## config.mk

```make
export PLATFORM = sky130hd
export DESIGN_NAME = length_framed_command_deframer
export DESIGN_NICKNAME = d
export VERILOG_FILES = /design/src/rtl/lfcd_pkg.sv /design/src/rtl/lfcd_cfg_regs.sv /design/src/rtl/lfcd_parser.sv /design/src/rtl/lfcd_out_buf.sv /design/src/rtl/length_framed_command_deframer.sv
export SDC_FILE = /design/constraint.sdc
export NUM_CORES = 1
export LEC_CHECK = 0
export ABC_AREA = 1
export BUFFER_PORTS_ARGS = -buffer_cell sky130_fd_sc_hd__buf_2
export CAP_MARGIN = 20
export CORE_MARGIN = 1.5
export CORE_UTILIZATION = 45
export DETAILED_ROUTE_END_ITERATION = 16
export GPL_TIMING_DRIVEN = 0
export PLACE_DENSITY_LB_ADDON = 0.2
export SLEW_MARGIN = 20
export SYNTH_ARGS = -nofsm -noshare
export SYNTH_HDL_FRONTEND = slang
export SYNTH_SLANG_ARGS = --single-unit
export TNS_END_PERCENT = 1
```

## constraint.sdc

```tcl
create_clock -name clk_i -period 9.8 [get_ports clk_i]
set_input_delay 1.96 -clock clk_i [delete_from_list [all_inputs] [get_ports clk_i]]
set_output_delay 1.96 -clock clk_i [all_outputs]
set_load 0.03 [all_outputs]
```

## src/rtl/lfcd_pkg.sv

```systemverilog
// shared types and constants of the length framed command deframer
package lfcd_pkg;

  localparam int unsigned LFCD_MAX_FRAME_BYTES = 255;
  localparam int unsigned CFG_INDEX_W          = 2;

  localparam logic [7:0] HEADER_FIRST_RST  = 8'h5A;
  localparam logic [7:0] HEADER_SECOND_RST = 8'hA5;
  localparam logic [7:0] VALUE_WRITE_RST   = 8'h82;

  localparam logic [7:0] MIN_LENGTH         = 8'd2;
  localparam logic [7:0] VALUE_WRITE_LENGTH = 8'd5;

  typedef enum logic [CFG_INDEX_W-1:0] {
    REG_HEADER_FIRST  = 2'd0,
    REG_HEADER_SECOND = 2'd1,
    REG_VALUE_WRITE   = 2'd2
  } cfg_reg_e;

  typedef struct packed {
    logic [7:0] header_first;
    logic [7:0] header_second;
    logic [7:0] value_write_command;
  } lfcd_cfg_t;

  typedef struct packed {
    logic [7:0]  command_code;
    logic [7:0]  declared_length;
    logic [15:0] word_address;
    logic [15:0] word_value;
    logic        is_value_write;
  } lfcd_result_t;

endpackage

```

## src/rtl/lfcd_cfg_regs.sv

```systemverilog
// configuration registers of the deframer
module lfcd_cfg_regs
  import lfcd_pkg::*;
(
  input  logic                   clk_i,
  input  logic                   rst_ni,
  input  logic                   cfg_valid_i,
  output logic                   cfg_ready_o,
  input  logic [CFG_INDEX_W-1:0] cfg_index_i,
  input  logic [7:0]             cfg_data_i,
  output lfcd_cfg_t              cfg_o
);

  lfcd_cfg_t cfg_q, cfg_d;

  assign cfg_ready_o = 1'b1;
  assign cfg_o       = cfg_q;

  always_comb begin
    cfg_d = cfg_q;
    if (cfg_valid_i) begin
      case (cfg_index_i)
        REG_HEADER_FIRST:  cfg_d.header_first        = cfg_data_i;
        REG_HEADER_SECOND: cfg_d.header_second       = cfg_data_i;
        REG_VALUE_WRITE:   cfg_d.value_write_command = cfg_data_i;
        default:           cfg_d = cfg_q;
      endcase
    end
  end

  always_ff @(posedge clk_i or negedge rst_ni) begin
    if (!rst_ni) begin
      cfg_q.header_first        <= HEADER_FIRST_RST;
      cfg_q.header_second       <= HEADER_SECOND_RST;
      cfg_q.value_write_command <= VALUE_WRITE_RST;
    end else begin
      cfg_q <= cfg_d;
    end
  end

endmodule

```

## src/rtl/lfcd_parser.sv

```systemverilog
// per-byte frame parser state and result formation
module lfcd_parser
  import lfcd_pkg::*;
#(
  parameter int unsigned MAX_FRAME_BYTES = LFCD_MAX_FRAME_BYTES
) (
  input  logic         clk_i,
  input  logic         rst_ni,
  input  logic         accept_i,
  input  logic [7:0]   rx_byte_i,
  input  lfcd_cfg_t    cfg_i,
  output logic         res_valid_o,
  output lfcd_result_t res_o
);

  localparam logic [7:0] MaxLength = 8'(MAX_FRAME_BYTES - 3);

  typedef enum logic [1:0] {
    PH_HUNT = 2'd0,
    PH_HEAD = 2'd1,
    PH_BODY = 2'd2
  } phase_e;

  phase_e      phase_q, phase_d;
  logic [7:0]  seen_q, seen_d;
  logic [7:0]  len_q, len_d;
  logic [7:0]  cmd_q, cmd_d;
  logic [15:0] addr_q, addr_d;
  logic [15:0] value_q, value_d;
  logic        ok_q, ok_d;

  always_comb begin
    phase_d     = phase_q;
    seen_d      = seen_q;
    len_d       = len_q;
    cmd_d       = cmd_q;
    addr_d      = addr_q;
    value_d     = value_q;
    ok_d        = ok_q;
    res_valid_o = 1'b0;
    res_o       = '0;
    if (accept_i) begin
      case (phase_q)
        PH_HEAD: begin
          if (seen_q == 8'd1) begin
            ok_d   = (rx_byte_i == cfg_i.header_second);
            seen_d = 8'd2;
          end else begin
            len_d  = rx_byte_i;
            seen_d = 8'd3;
            if (rx_byte_i < MIN_LENGTH || rx_byte_i > MaxLength) begin
              phase_d = PH_HUNT;
              seen_d  = '0;
              len_d   = '0;
              cmd_d   = '0;
              addr_d  = '0;
              value_d = '0;
              ok_d    = 1'b0;
            end else begin
              phase_d = PH_BODY;
            end
          end
        end
        PH_BODY: begin
          if (seen_q == 8'd3 && !ok_q) begin
            phase_d = PH_HUNT;
            seen_d  = '0;
            len_d   = '0;
            cmd_d   = '0;
            addr_d  = '0;
            value_d = '0;
            ok_d    = 1'b0;
          end else begin
            case (seen_q)
              8'd3:    cmd_d         = rx_byte_i;
              8'd4:    addr_d[15:8]  = rx_byte_i;
              8'd5:    addr_d[7:0]   = rx_byte_i;
              8'd6:    value_d[15:8] = rx_byte_i;
              8'd7:    value_d[7:0]  = rx_byte_i;
              default: cmd_d         = cmd_q;
            endcase
            seen_d = seen_q + 8'd1;
            if ({1'b0, seen_d} == {1'b0, len_q} + 9'd3) begin
              res_valid_o           = 1'b1;
              res_o.command_code    = cmd_d;
              res_o.declared_length = len_q;
              res_o.word_address    = addr_d;
              res_o.word_value      = value_d;
              res_o.is_value_write  = (cmd_d == cfg_i.value_write_command) &&
                                      (len_q == VALUE_WRITE_LENGTH);
              phase_d = PH_HUNT;
              seen_d  = '0;
              len_d   = '0;
              cmd_d   = '0;
              addr_d  = '0;
              value_d = '0;
              ok_d    = 1'b0;
            end
          end
        end
        default: begin
          phase_d = PH_HUNT;
          seen_d  = '0;
          len_d   = '0;
          cmd_d   = '0;
          addr_d  = '0;
          value_d = '0;
          ok_d    = 1'b0;
          if (rx_byte_i == cfg_i.header_first) begin
            phase_d = PH_HEAD;
            seen_d  = 8'd1;
          end
        end
      endcase
    end
  end

  always_ff @(posedge clk_i or negedge rst_ni) begin
    if (!rst_ni) begin
      phase_q <= PH_HUNT;
      seen_q  <= '0;
      len_q   <= '0;
      cmd_q   <= '0;
      addr_q  <= '0;
      value_q <= '0;
      ok_q    <= 1'b0;
    end else begin
      phase_q <= phase_d;
      seen_q  <= seen_d;
      len_q   <= len_d;
      cmd_q   <= cmd_d;
      addr_q  <= addr_d;
      value_q <= value_d;
      ok_q    <= ok_d;
    end
  end

endmodule

```

## src/rtl/lfcd_out_buf.sv

```systemverilog
// result register with skid stage
module lfcd_out_buf
  import lfcd_pkg::*;
(
  input  logic         clk_i,
  input  logic         rst_ni,
  input  logic         push_i,
  input  lfcd_result_t push_data_i,
  output logic         full_o,
  output logic         out_valid_o,
  input  logic         out_stall_i,
  output lfcd_result_t out_data_o
);

  logic         out_v_q, out_v_d;
  logic         skid_v_q, skid_v_d;
  lfcd_result_t out_q, out_d;
  lfcd_result_t skid_q, skid_d;

  assign full_o      = skid_v_q;
  assign out_valid_o = out_v_q;
  assign out_data_o  = out_q;

  always_comb begin
    out_v_d  = out_v_q;
    skid_v_d = skid_v_q;
    out_d    = out_q;
    skid_d   = skid_q;
    if (!out_v_q || !out_stall_i) begin
      if (skid_v_q) begin
        out_v_d  = 1'b1;
        out_d    = skid_q;
        skid_v_d = push_i;
        skid_d   = push_data_i;
      end else begin
        out_v_d = push_i;
        out_d   = push_data_i;
      end
    end else if (push_i) begin
      skid_v_d = 1'b1;
      skid_d   = push_data_i;
    end
  end

  always_ff @(posedge clk_i or negedge rst_ni) begin
    if (!rst_ni) begin
      out_v_q  <= 1'b0;
      skid_v_q <= 1'b0;
    end else begin
      out_v_q  <= out_v_d;
      skid_v_q <= skid_v_d;
    end
  end

  always_ff @(posedge clk_i) begin
    out_q  <= out_d;
    skid_q <= skid_d;
  end

endmodule

```

## src/rtl/length_framed_command_deframer.sv

```systemverilog
// top level of the length framed command deframer
// a frame's result is registered into the output slot, or into the skid slot when that slot is busy
// throughput: one byte per cycle while the result side takes results
// the skid stage stalls input only when both result slots are full
// reset: asynchronous, active low; parser hunts, registers take their defaults
// no clearing pass after reset, input taken from the first cycle
module length_framed_command_deframer
  import lfcd_pkg::*;
#(
  parameter int unsigned MAX_FRAME_BYTES = LFCD_MAX_FRAME_BYTES
) (
  input  logic                   clk_i,
  input  logic                   rst_ni,
  input  logic                   cfg_valid_i,
  output logic                   cfg_ready_o,
  input  logic [CFG_INDEX_W-1:0] cfg_index_i,
  input  logic [7:0]             cfg_data_i,
  input  logic                   in_valid_i,
  output logic                   in_stall_o,
  input  logic [7:0]             rx_byte_i,
  output logic                   out_valid_o,
  input  logic                   out_stall_i,
  output logic [7:0]             command_code_o,
  output logic [7:0]             declared_length_o,
  output logic [15:0]            word_address_o,
  output logic [15:0]            word_value_o,
  output logic                   is_value_write_o
);

  lfcd_cfg_t    cfg;
  lfcd_result_t res;
  lfcd_result_t out_data;
  logic         res_valid;
  logic         accept;
  logic         full;

  assign in_stall_o = full;
  assign accept     = in_valid_i && !full;

  lfcd_cfg_regs u_cfg (
    .clk_i       (clk_i),
    .rst_ni      (rst_ni),
    .cfg_valid_i (cfg_valid_i),
    .cfg_ready_o (cfg_ready_o),
    .cfg_index_i (cfg_index_i),
    .cfg_data_i  (cfg_data_i),
    .cfg_o       (cfg)
  );

  lfcd_parser #(
    .MAX_FRAME_BYTES (MAX_FRAME_BYTES)
  ) u_parser (
    .clk_i       (clk_i),
    .rst_ni      (rst_ni),
    .accept_i    (accept),
    .rx_byte_i   (rx_byte_i),
    .cfg_i       (cfg),
    .res_valid_o (res_valid),
    .res_o       (res)
  );

  lfcd_out_buf u_out (
    .clk_i       (clk_i),
    .rst_ni      (rst_ni),
    .push_i      (res_valid),
    .push_data_i (res),
    .full_o      (full),
    .out_valid_o (out_valid_o),
    .out_stall_i (out_stall_i),
    .out_data_o  (out_data)
  );

  assign command_code_o    = out_data.command_code;
  assign declared_length_o = out_data.declared_length;
  assign word_address_o    = out_data.word_address;
  assign word_value_o      = out_data.word_value;
  assign is_value_write_o  = out_data.is_value_write;

endmodule

```

==> summary.md, run 1 <==
| Metric | Value |
|---|---|
| Final Hold Viols | `0` |
| CTS tree | `yes` |
| Power Density | `160 nW/um^2` |
| Starting Density | `46.3%` |
| Syn Inst Count | `1,002` |
| Pins over their slew limit | `0` |
| Arrival time at the worst endpoint | `4.07 ns` |
| Largest cells by area after synthesis | `edfxtp_1 (34%), dfrtp_1 (21%), nand2_1 (14%)` |
| Post-synth top area share | `33.6%` |
| Num ports | `75` |
| Vias in the first global route | `6,295` |
| Core area | `18,900 sq um` |
| Row count | `50` |
| CTS buffer count | `17` |
| Area Overhead vs Synth | `15.5%` |
| Reg area | `5080 sq um` |
| Resized Gates After CTS | `0` |
| Syn Nets | `1,033` |
| Root Buffer | `clkbuf_16` |
| Clock tree sinks | `183` |
| Critical Path RT | `9.94 ns` |
| Skew-Pair Late Insertion Delay | `0.44 ns` |
| #FFs+latches synth | `183` |
| DR iter-0 viols | `654` |
| DRT Pass-1 Iters | `5` |
| CTS clock-pin slew for the worst setup and hold paths | `0.07 ns` |
| ANT nets after route | `0` |
| Post-CTS Setup Repair Bufs | `0` |
| Pin count of the biggest net entering global routing | `79` |
| Share of cells above drive strength 1 | `15.1%` |
| RD Place Congestion | `0.863` |
| First-pass GRT wire length | `33,700 um` |
| Tcrit/Tclk final | `40.0%` |
| Vias per std cell | `5.05` |
| Hold/Removal Path Class | `reg -> reg` |
| MaxCap Viol Count | `0` |
| Area of the multi-input gates | `3080 sq um` |
| Max VDD drop | `128 uV` |
| Setup CP Type | `in -> reg` |
| Crit path capture type | `register` |
| Total Negative Setup Slacks | `0 ns` |
| CP max FO | `19` |
| Mean post-synth cell area | `8.73 sq um` |
| Initial antenna violation count | `0` |
| Routed length per instance | `15.6 um` |
| Final #Nets | `1,121` |
| Min Tclk post-route | `3.92 ns` |
| Measured slew at the worst slew-check pin | `0.885 ns` |
| Synthesized cell area | `8750 sq um` |
| Gr ovfl total | `0` |
| Total GRT Usage | `21.8%` |
| P_leak | `0.00418 uW` |
| Crit path launch type | `input pin` |
| Synth area leader | `edfxtp_1` |
| Die Ht | `142 um` |
| Post-synth ARST share | `46.4%` |
| YS warnings | `0` |
| Fmax | `255 MHz` |
| Drt drc | `0` |
| DRT Wirelength | `21,200 um` |
| Inserted Diodes | `0` |
| Total chip power | `1620 uW` |
| Max-slew headroom | `40.4%` |
| RSZ-0062 raised after global routing | `false` |
| Ys flop type | `edfxtp_1` |
| Final setup viols | `0` |
| Post-synth EDFFs | `98` |
| Yosys cell types | `37` |
| Area of the die | `20,300 sq um` |
| Port bufs | `66` |
| Dpl hpwl | `15,300 um` |
| Outcome | `finished clean` |
| Hold Buf Count CTS | `0` |
| Vias post-DR | `6,885` |
| Final-layout fill cell count | `1,800` |
| Register area share after synthesis | `58.1%` |
| Clock Path Buffers | `2` |
| Clock skew | `0.00882 ns` |
| Die X | `142 um` |
| Clock H-tree levels | `4` |
==> path summary, 6_finish.rpt <==
path                                            end  slack, ns  cells past startpoint                 from
worst max-delay path                u_out.skid_q[1]       5.88                      8           in_valid_i
worst min-delay path            u_parser.value_q[5]       0.48                      2  u_parser.value_q[5]
worst max register to register      u_out.skid_q[1]       6.30                     15   u_parser.seen_q[0]
worst min register to register  u_parser.value_q[5]       0.48                      2  u_parser.value_q[5]
max in group asynchronous       u_parser.value_q[9]       7.83                      2               rst_ni
min in group asynchronous              u_out.full_o       1.32                      1               rst_ni
==> Yosys cell counts, types with 17 or more instances <==
library cell  instances
o21ai_0              69
nand2_1             331
buf_2                24
dfrtp_1              75
clkbuf_1             17
edfxtp_1             98
o22ai_1              25
nor2_1               98
o21ai_1              54
nand3_1              28
inv_1                95
==> layout by cell type (no fill, tap or decap), drive strengths merged <==
cell | synthesis | final
dfstp | 10 | 10
edfxtp | 98 | 98
clkbuf | 17 | 35
xor2 | 2 | 2
a21oi | 6 | 6
ha | 8 | 8
bufinv | 0 | 2
o21ai | 131 | 131
nand3 | 30 | 30
nor2 | 104 | 104
buf | 27 | 96
inv | 105 | 113
clkinv | 1 | 3
conb | 1 | 1
o2111ai | 1 | 1
a22oi | 1 | 1
nor4 | 2 | 2
dfrtp | 75 | 75
nand4 | 9 | 9
clkinvlp | 0 | 2
nand2 | 333 | 333
mux2i | 1 | 1
a211oi | 1 | 1
o21bai | 1 | 1
xnor2 | 10 | 10
o22ai | 25 | 25
nor3 | 2 | 2
a221oi | 1 | 1
==> registers in the layout, summed over array words and instances, names as in the netlist <==
name and flops:
u_cfg.cfg_o 24, u_out.full_o 1, u_out.out_data_o 49, u_out.out_valid_o 1, u_out.skid_q 49, u_parser.addr_q 16
u_parser.cmd_q 8, u_parser.len_q 8, u_parser.ok_q 1, u_parser.phase_q 2, u_parser.seen_q 8, u_parser.value_q 16
==> metal layers <==
layer / vias up / GRT usage (%) / part of all wire, %
met2: 216 / 33.5 / 46
met1: 3213 / 31.6 / 48
met3: 22 / 3.70 / 5.2
met5: - / 0 / 0
met4: 0 / 6.89 / 1.6
li1: 3434 / - / -
==> metrics by stage <==
| stage | worst slack (ns) | std cells | utilization [%] | hold slack [ns] | area [sq um] |
|---|---|---|---|---|---|
| after floorplan | 3.55 | 1002 | - | 0.442 | 8750 |
| after global placement | 1.94 | 1328 | 49.8 | 0.456 | 9400 |
| after detailed placement | 5.41 | 1331 | 50.3 | 0.464 | 9510 |
| after CTS | 5.86 | 1363 | 53.5 | 0.482 | 10100 |
| after global routing | 5.75 | 1363 | 53.5 | 0.492 | 10100 |
| final | 5.88 | 1363 | 53.5 | 0.476 | 10100 |
==> cell type report <==
type,instances,share of cell area [%]
multi-input combinational,669,30.5
sequential,183,50.3
inverter,106,3.94
clock inverter,14,1.59
timing repair buffer,69,4.15
clock buffer,18,4.25
buffer,44,2.08
tap,260,3.22
==> power breakdown <==
part | internal, uW | switching (uW)
sequential | 825 | 14.6
clock | 383 | 314
combinational | 27.0 | 51.6
total | 1240 | 380
==> kinds of logic (layout without fill, tap and decap cells) <==
group,count (synthesis),after routing,synth area share (%)
adders and majority gates,8,8,1.14
buffers and inverters,150,251,6.95
other,1,1,0.0429
xor gates and xnor gates,12,12,1.20
DFF,183,183,58.1
AOI/OAI and AO/OA,167,167,10.4
muxes,1,1,0.114
and+or+nand+nor,480,480,22.0
==> critical path: stages <==
cell,delay [ns]
buf_2,0.07
nand2_1,0.16
nor2_1,0.22
nand4_2,0.32
buf_2,0.34
mux2i_4,0.56
buf_16,0.24
buf_16,0.17
Power figures use the tool's default switching activity.
==> run 2: changes to the inputs <==
Clock period 9.8 ns to 3.55 ns, I/O delays scaled along.
==> summary.md, run 2 (synthesized netlist as in run 1, its figures left out) <==
| Metric | Value |
|---|---|
| Outcome | `finished clean` |
| Vias post-DR | `6,970 (+1.2%)` |
| Arrival time at the worst endpoint | `3.33 ns (-0.74 ns)` |
| DRT Pass-1 Iters | `6 (+1)` |
| DR iter-0 viols | `573 (-12%)` |
| Final Hold Viols | `0 (unchanged)` |
| Setup CP Type | `reg -> reg` |
| Die X | `142 um (unchanged)` |
| Vias in the first global route | `6,478 (+2.9%)` |
| Final setup viols | `0 (unchanged)` |
| P_leak | `0.00426 uW (+1.8%)` |
| Root Buffer | `clkbuf_16` |
| Power Density | `452 nW/um^2 (+180%)` |
| Clock H-tree levels | `4 (unchanged)` |
| Reg2reg setup slack | `0.37 ns (-5.93 ns)` |
| Reg-to-Reg End | `u_out.skid_q[3]` |
| Fin area | `10,200 sq um (+1.3%)` |
| Drt drc | `0 (unchanged)` |
| CTS clock-pin slew for the worst setup and hold paths | `0.08 ns (about the same)` |
| RSZ-0062 raised after global routing | `false` |
| Final #Nets | `1,128 (+0.62%)` |
| Die Ht | `142 um (unchanged)` |
| Routed length per instance | `15.6 um (about the same)` |
| Commonest non-fill, non-tap cell in the layout | `nand2_1` |
| Inst Count DP | `1,331 (unchanged)` |
| Max VDD drop | `366 uV (+190%)` |
| Share of cells above drive strength 1 | `15.9% (+0.81 points)` |
| Fmax | `314 MHz` |
| Non-filler cells, final | `1,370 (+0.51%)` |
| Cell Area, Placed | `9510 sq um (unchanged)` |
| Num ports | `75 (unchanged)` |
| Crit path launch type | `register` |
| Measured slew at the worst slew-check pin | `0.856 ns (-0.0289 ns)` |
| Resized Gates After CTS | `0 (unchanged)` |
| Total GRT Usage | `22.1% (+0.25 points)` |
| Hold_ws | `0.145 ns (-0.331 ns)` |
| Most frequent cells in the layout | `nand2_1 (330), nor2_1 (98), edfxtp_1 (98)` |
| Reg2reg start | `u_parser.len_q[0]` |
| Inserted Diodes | `0 (unchanged)` |
| Row count | `50 (unchanged)` |
| Starting Density | `46.3% (unchanged)` |
| RD Place Congestion | `0.872 (+0.98%)` |
| Gr ovfl total | `0 (unchanged)` |
| CTS tree | `yes` |
| Vias per std cell | `5.09 (+0.72%)` |
| Worst setup margin | `0.370 ns (-5.51 ns)` |
| Tcrit/Tclk final | `89.6%` |
| Post-Place Setup Slack | `0.0470 ns (-5.36 ns)` |
| Pin count of the biggest net entering global routing | `56 (-29%)` |
| Clock tree sinks | `183 (unchanged)` |
| Area Overhead vs Synth | `16.9%` |
| Crit path capture type | `register` |
| Depth of the most critical reg-to-reg path | `15 (unchanged)` |
| Critical Path RT | `3.70 ns (-6.24 ns)` |
| Initial antenna violation count | `0 (unchanged)` |
| CP max FO | `19 (unchanged)` |
| Dpl hpwl | `15,400 um (+0.91%)` |
| Clock skew | `0.0132 ns (+0.00436 ns)` |
| Min Tclk post-route | `3.18 ns` |
| ANT nets after route | `0 (unchanged)` |
| Pins over their slew limit | `0 (unchanged)` |
| MaxCap Viol Count | `0 (unchanged)` |
| Hold/Removal Path Class | `in -> async` |
| Clock Path Buffers | `2 (unchanged)` |
| DRT Wirelength | `21,300 um (+0.54%)` |
| First-pass GRT wire length | `34,300 um (+1.7%)` |
| Core area | `18,900 sq um (unchanged)` |
| Area of the die | `20,300 sq um (unchanged)` |
| Max-slew headroom | `42.3% (+1.9 points)` |
| Skew-Pair Late Insertion Delay | `0.44 ns (about the same)` |
| Port bufs | `66 (unchanged)` |
| CTS buffer count | `17 (unchanged)` |
[run 2: cell count changes in the layout (fill, tap and decap cells not counted)]
cell and change:
buf_4 +6, inv_8 +4, inv_6 -3, clkinv_1 -2, clkinv_8 +2, buf_12 +1
bufinv_16 +1, clkbuf_1 -1, clkinvlp_4 -1
[run 2: repair_timing]
action                     in CTS  in global routing
hold buffers                    0                  0
setup endpoints to repair       0                 34
setup buffers                   0                  7
[run 2: report_power, final]
group	internal, uW	leakage [uW]	total (uW)	switching [uW]
clock network	1160	0.000317	2090	930
registers	2280	0.00208	2320	38.3
logic	74.6	0.00186	217	142
total	3510	0.00426	4620	1110
[run 2: area by class of cell]
type,count,area (sq um)
Timing Repair Buffer,76,484
Buffer,44,210
Tap cell,260,325
Inverter,106,398
Clock inverter,15,226
Multi-Input combinational cell,669,3080
Sequential cell,183,5080
Clock buffer,17,425
Fill cell,1757,8660
[run 2: worst max-delay path by stage]
stage	start	end	slack, ns	cells after the start
6_report	u_parser.len_q[0]	u_out.skid_q[3]	0.37	15
5_1_grt	u_parser.seen_q[0]	u_out.skid_q[1]	0.05	16
4_1_cts	u_parser.len_q[0]	u_out.skid_q[2]	0.02	14
3_5_place_dp	u_parser.seen_q[0]	u_out.skid_q[6]	0.05	11
3_3_place_gp	u_parser.seen_q[0]	u_out.skid_q[5]	-0.41	13
2_1_floorplan	u_parser.seen_q[0]	u_out.skid_q[0]	0.45	13
[run 2: layer usage]
layer / vias up / GRT usage (%) / part of all wire [%]
met3: 33 / 3.16 / 5.7
met5: - / 0 / 0
met1: 3262 / 31.4 / 46
met2: 235 / 35.3 / 46
met4: 0 / 6.51 / 1.7
li1: 3440 / - / -
[run 2: per-stage QoR]
stage	utilization (%)	total power [uW]	TNS, ns
final	54.1	4620	0
after detailed placement	50.3	2580	0
after global placement	49.8	2570	-19.55
after CTS	53.8	4640	0
after global routing	54.1	4760	0
after floorplan	-	2490	0
[run 2: critical path, cell delays in order, from the launching register on]
cell and delay (ns):
dfrtp_1 0.46, inv_1 0.16, ha_1 0.26, inv_1 0.13, nand2_1 0.07, nand2_1 0.08, nor2_1 0.05, nor2_1 0.11
nand3_1 0.07, nor2_1 0.17, nand4_2 0.28, buf_2 0.33, mux2i_4 0.19, buf_12 0.17, buf_16 0.17, buf_16 0.16
==> run 3: changes to the inputs <==
==> constraint.sdc (replaced) <==
create_clock -name clk_i -period 3.55 [get_ports clk_i]
set_input_delay 0.1775 -clock clk_i [delete_from_list [all_inputs] [get_ports clk_i]]
set_output_delay 0.1775 -clock clk_i [all_outputs]
set_load 0.03 [all_outputs]
==> summary.md, run 3 (synthesized netlist as in run 1, its figures left out) <==
| Metric | Value |
|---|---|
| Final Hold Viols | `0 (unchanged)` |
| Min Tclk post-route | `3.18 ns (-0.00307 ns)` |
| CP max FO | `19 (unchanged)` |
| Clock Path Buffers | `2 (unchanged)` |
| Routed length per instance | `15.5 um (about the same)` |
| Reg-to-Reg End | `u_out.skid_q[3]` |
| Clock H-tree levels | `4 (unchanged)` |
| Starting Density | `46.3% (unchanged)` |
| CTS tree | `yes` |
| Inserted Diodes | `0 (unchanged)` |
| Largest stage delay on the critical path | `0.46 ns (about the same)` |
| Pins over their slew limit | `0 (unchanged)` |
| Die X | `142 um (unchanged)` |
| First-pass GRT wire length | `34,300 um (unchanged)` |
| Tcrit/Tclk final | `89.5% (about the same)` |
| Vias per std cell | `5.03 (-1.0%)` |
| P_leak | `0.00426 uW (about the same)` |
| Initial antenna violation count | `0 (unchanged)` |
| Post-Place Setup Slack | `0.0470 ns (unchanged)` |
| Core area | `18,900 sq um (unchanged)` |
| Setup CP Type | `reg -> reg` |
| Vias post-DR | `6,902 (-0.98%)` |
| Measured slew at the worst slew-check pin | `0.849 ns (-0.00706 ns)` |
| Delay-heaviest family, CP | `buffers and inverters` |
| DRT Wirelength | `21,300 um (about the same)` |
| Reg2reg start | `u_parser.len_q[0]` |
| Row count | `50 (unchanged)` |
| Final setup viols | `0 (unchanged)` |
| Top cell by count, worst path | `nor2_1` |
| Most frequent cells in the layout | `nand2_1 (330), nor2_1 (98), edfxtp_1 (98)` |
| Skew-Pair Late Insertion Delay | `0.44 ns (about the same)` |
| Worst path cell trace | `inv_1, ha_1, inv_1, nand2_1, nand2_1, nor2_1, nor2_1, nand3_1, nor2_1, nand4_2, buf_2, mux2i_4, buf_12, buf_16, buf_16` |
| Crit path launch type | `register` |
| ANT nets after route | `0 (unchanged)` |
| Max VDD drop | `367 uV (+0.11%)` |
| CTS buffer count | `17 (unchanged)` |
| Dpl hpwl | `15,400 um (unchanged)` |
| Slowest-stage cell, CP | `dfrtp_1` |
| Share of cells above drive strength 1 | `15.9% (about the same)` |
| Vias in the first global route | `6,478 (unchanged)` |
| Pin count of the biggest net entering global routing | `56 (unchanged)` |
| Total Negative Setup Slacks | `0 ns (unchanged)` |
| Root Buffer | `clkbuf_16` |
| Worst hold stages | `3` |
| Gr ovfl total | `0 (unchanged)` |
| Area of the die | `20,300 sq um (unchanged)` |
| Commonest non-fill, non-tap cell in the layout | `nand2_1` |
| Total GRT Usage | `22.1% (unchanged)` |
| Drt drc | `0 (unchanged)` |
| Arrival time at the worst endpoint | `3.33 ns (about the same)` |
| RD Place Congestion | `0.872 (unchanged)` |
| Buffers & Inverters on Critical Path | `6 (unchanged)` |
| Area Overhead vs Synth | `17.1% (about the same)` |
| Port bufs | `66 (unchanged)` |
| MaxCap Viol Count | `0 (unchanged)` |
| Critical Path RT | `3.70 ns (about the same)` |
| Power Density | `452 nW/um^2 (about the same)` |
| Reg2reg setup slack | `0.37 ns (about the same)` |
| Fmax | `315 MHz (about the same)` |
| DRT Pass-1 Iters | `5 (-1)` |
| Crit path capture type | `register` |
| RSZ-0062 raised after global routing | `false` |
| Die Ht | `142 um (unchanged)` |
| Outcome | `finished clean` |
| HP Start | `cfg_data_i[0]` |
| Clock tree sinks | `183 (unchanged)` |
| Num ports | `75 (unchanged)` |
| Final #Nets | `1,129 (+0.089%)` |
| Hold/Removal Path Class | `in -> reg` |
| DR iter-0 viols | `540 (-5.8%)` |
| Max-slew headroom | `42.8% (+0.48 points)` |
| Clock skew | `0.0139 ns (+0.000737 ns)` |
| Depth of the most critical reg-to-reg path | `15 (unchanged)` |
| Hold Path End | `u_cfg.cfg_o[8]` |
| CTS clock-pin slew for the worst setup and hold paths | `0.08 ns (about the same)` |
| Worst setup margin | `0.373 ns (+0.00307 ns)` |
[run 3: final cells by class]
type	count	area, sq um
buffer	44	210
clock buffer	17	425
clock inverter	15	226
fill	1759	8650
inverter	106	398
multi-input combinational	669	3080
sequential	183	5080
tap	260	325
timing repair buffer	77	494
[run 3: power breakdown]
| part | switching (uW) | internal [uW] | leakage, uW |
|---|---|---|---|
| sequential | 38.5 | 2280 | 0.00208 |
| combinational | 142 | 75.2 | 0.00186 |
| clock | 933 | 1160 | 0.000317 |
| total | 1110 | 3510 | 0.00426 |
[run 3: worst register-to-register path, stage by stage, from the launching register on]
cell and delay (ns):
dfrtp_1 0.46, inv_1 0.16, ha_1 0.26, inv_1 0.13, nand2_1 0.07, nand2_1 0.09
nor2_1 0.05, nor2_1 0.11, nand3_1 0.07, nor2_1 0.17, nand4_2 0.28, buf_2 0.33
mux2i_4 0.19, buf_12 0.17, buf_16 0.17, buf_16 0.17
[run 3: timing repair]
| action | in CTS | in global routing |
|---|---|---|
| setup endpoints to repair | 0 | 34 |
| hold buffers | 1 | 0 |
| hold endpoints to repair | 50 | 0 |
| gates resized for setup | 0 | 0 |
| buffers inserted | 0 | 7 |
[run 3: per-layer routing]
layer	share of wire [%]	vias to the layer above	track usage (%)
li1	-	3445	-
met1	47	3226	31.4
met2	46	203	35.3
met3	5.2	28	3.16
met4	1.6	0	6.51
met5	0	-	0
[run 3: through the flow]
step / instances / instance area, sq um / total power [uW] / util [%] / hold slack, ns
floorplan: 1002 / 8760 / 2490 / - / -0.118
global placement: 1328 / 9420 / 2570 / 49.8 / 0.456
detailed placement: 1331 / 9510 / 2580 / 50.3 / 0.0896
CTS: 1364 / 10200 / 4640 / 53.8 / 0.0199
global route: 1371 / 10200 / 4760 / 54.2 / 0.0430
finish: 1371 / 10200 / 4620 / 54.2 / 0.0150
[run 3: how the worst max path moves through the flow]
stage               slack [ns]  cells after the start               to          startpoint
floorplan                 0.45                     13  u_out.skid_q[0]  u_parser.seen_q[0]
global placement         -0.41                     13  u_out.skid_q[5]  u_parser.seen_q[0]
detailed placement        0.05                     11  u_out.skid_q[6]  u_parser.seen_q[0]
CTS                       0.02                     14  u_out.skid_q[2]   u_parser.len_q[0]
global route              0.05                     16  u_out.skid_q[1]  u_parser.seen_q[0]
finish                    0.37                     15  u_out.skid_q[3]   u_parser.len_q[0]
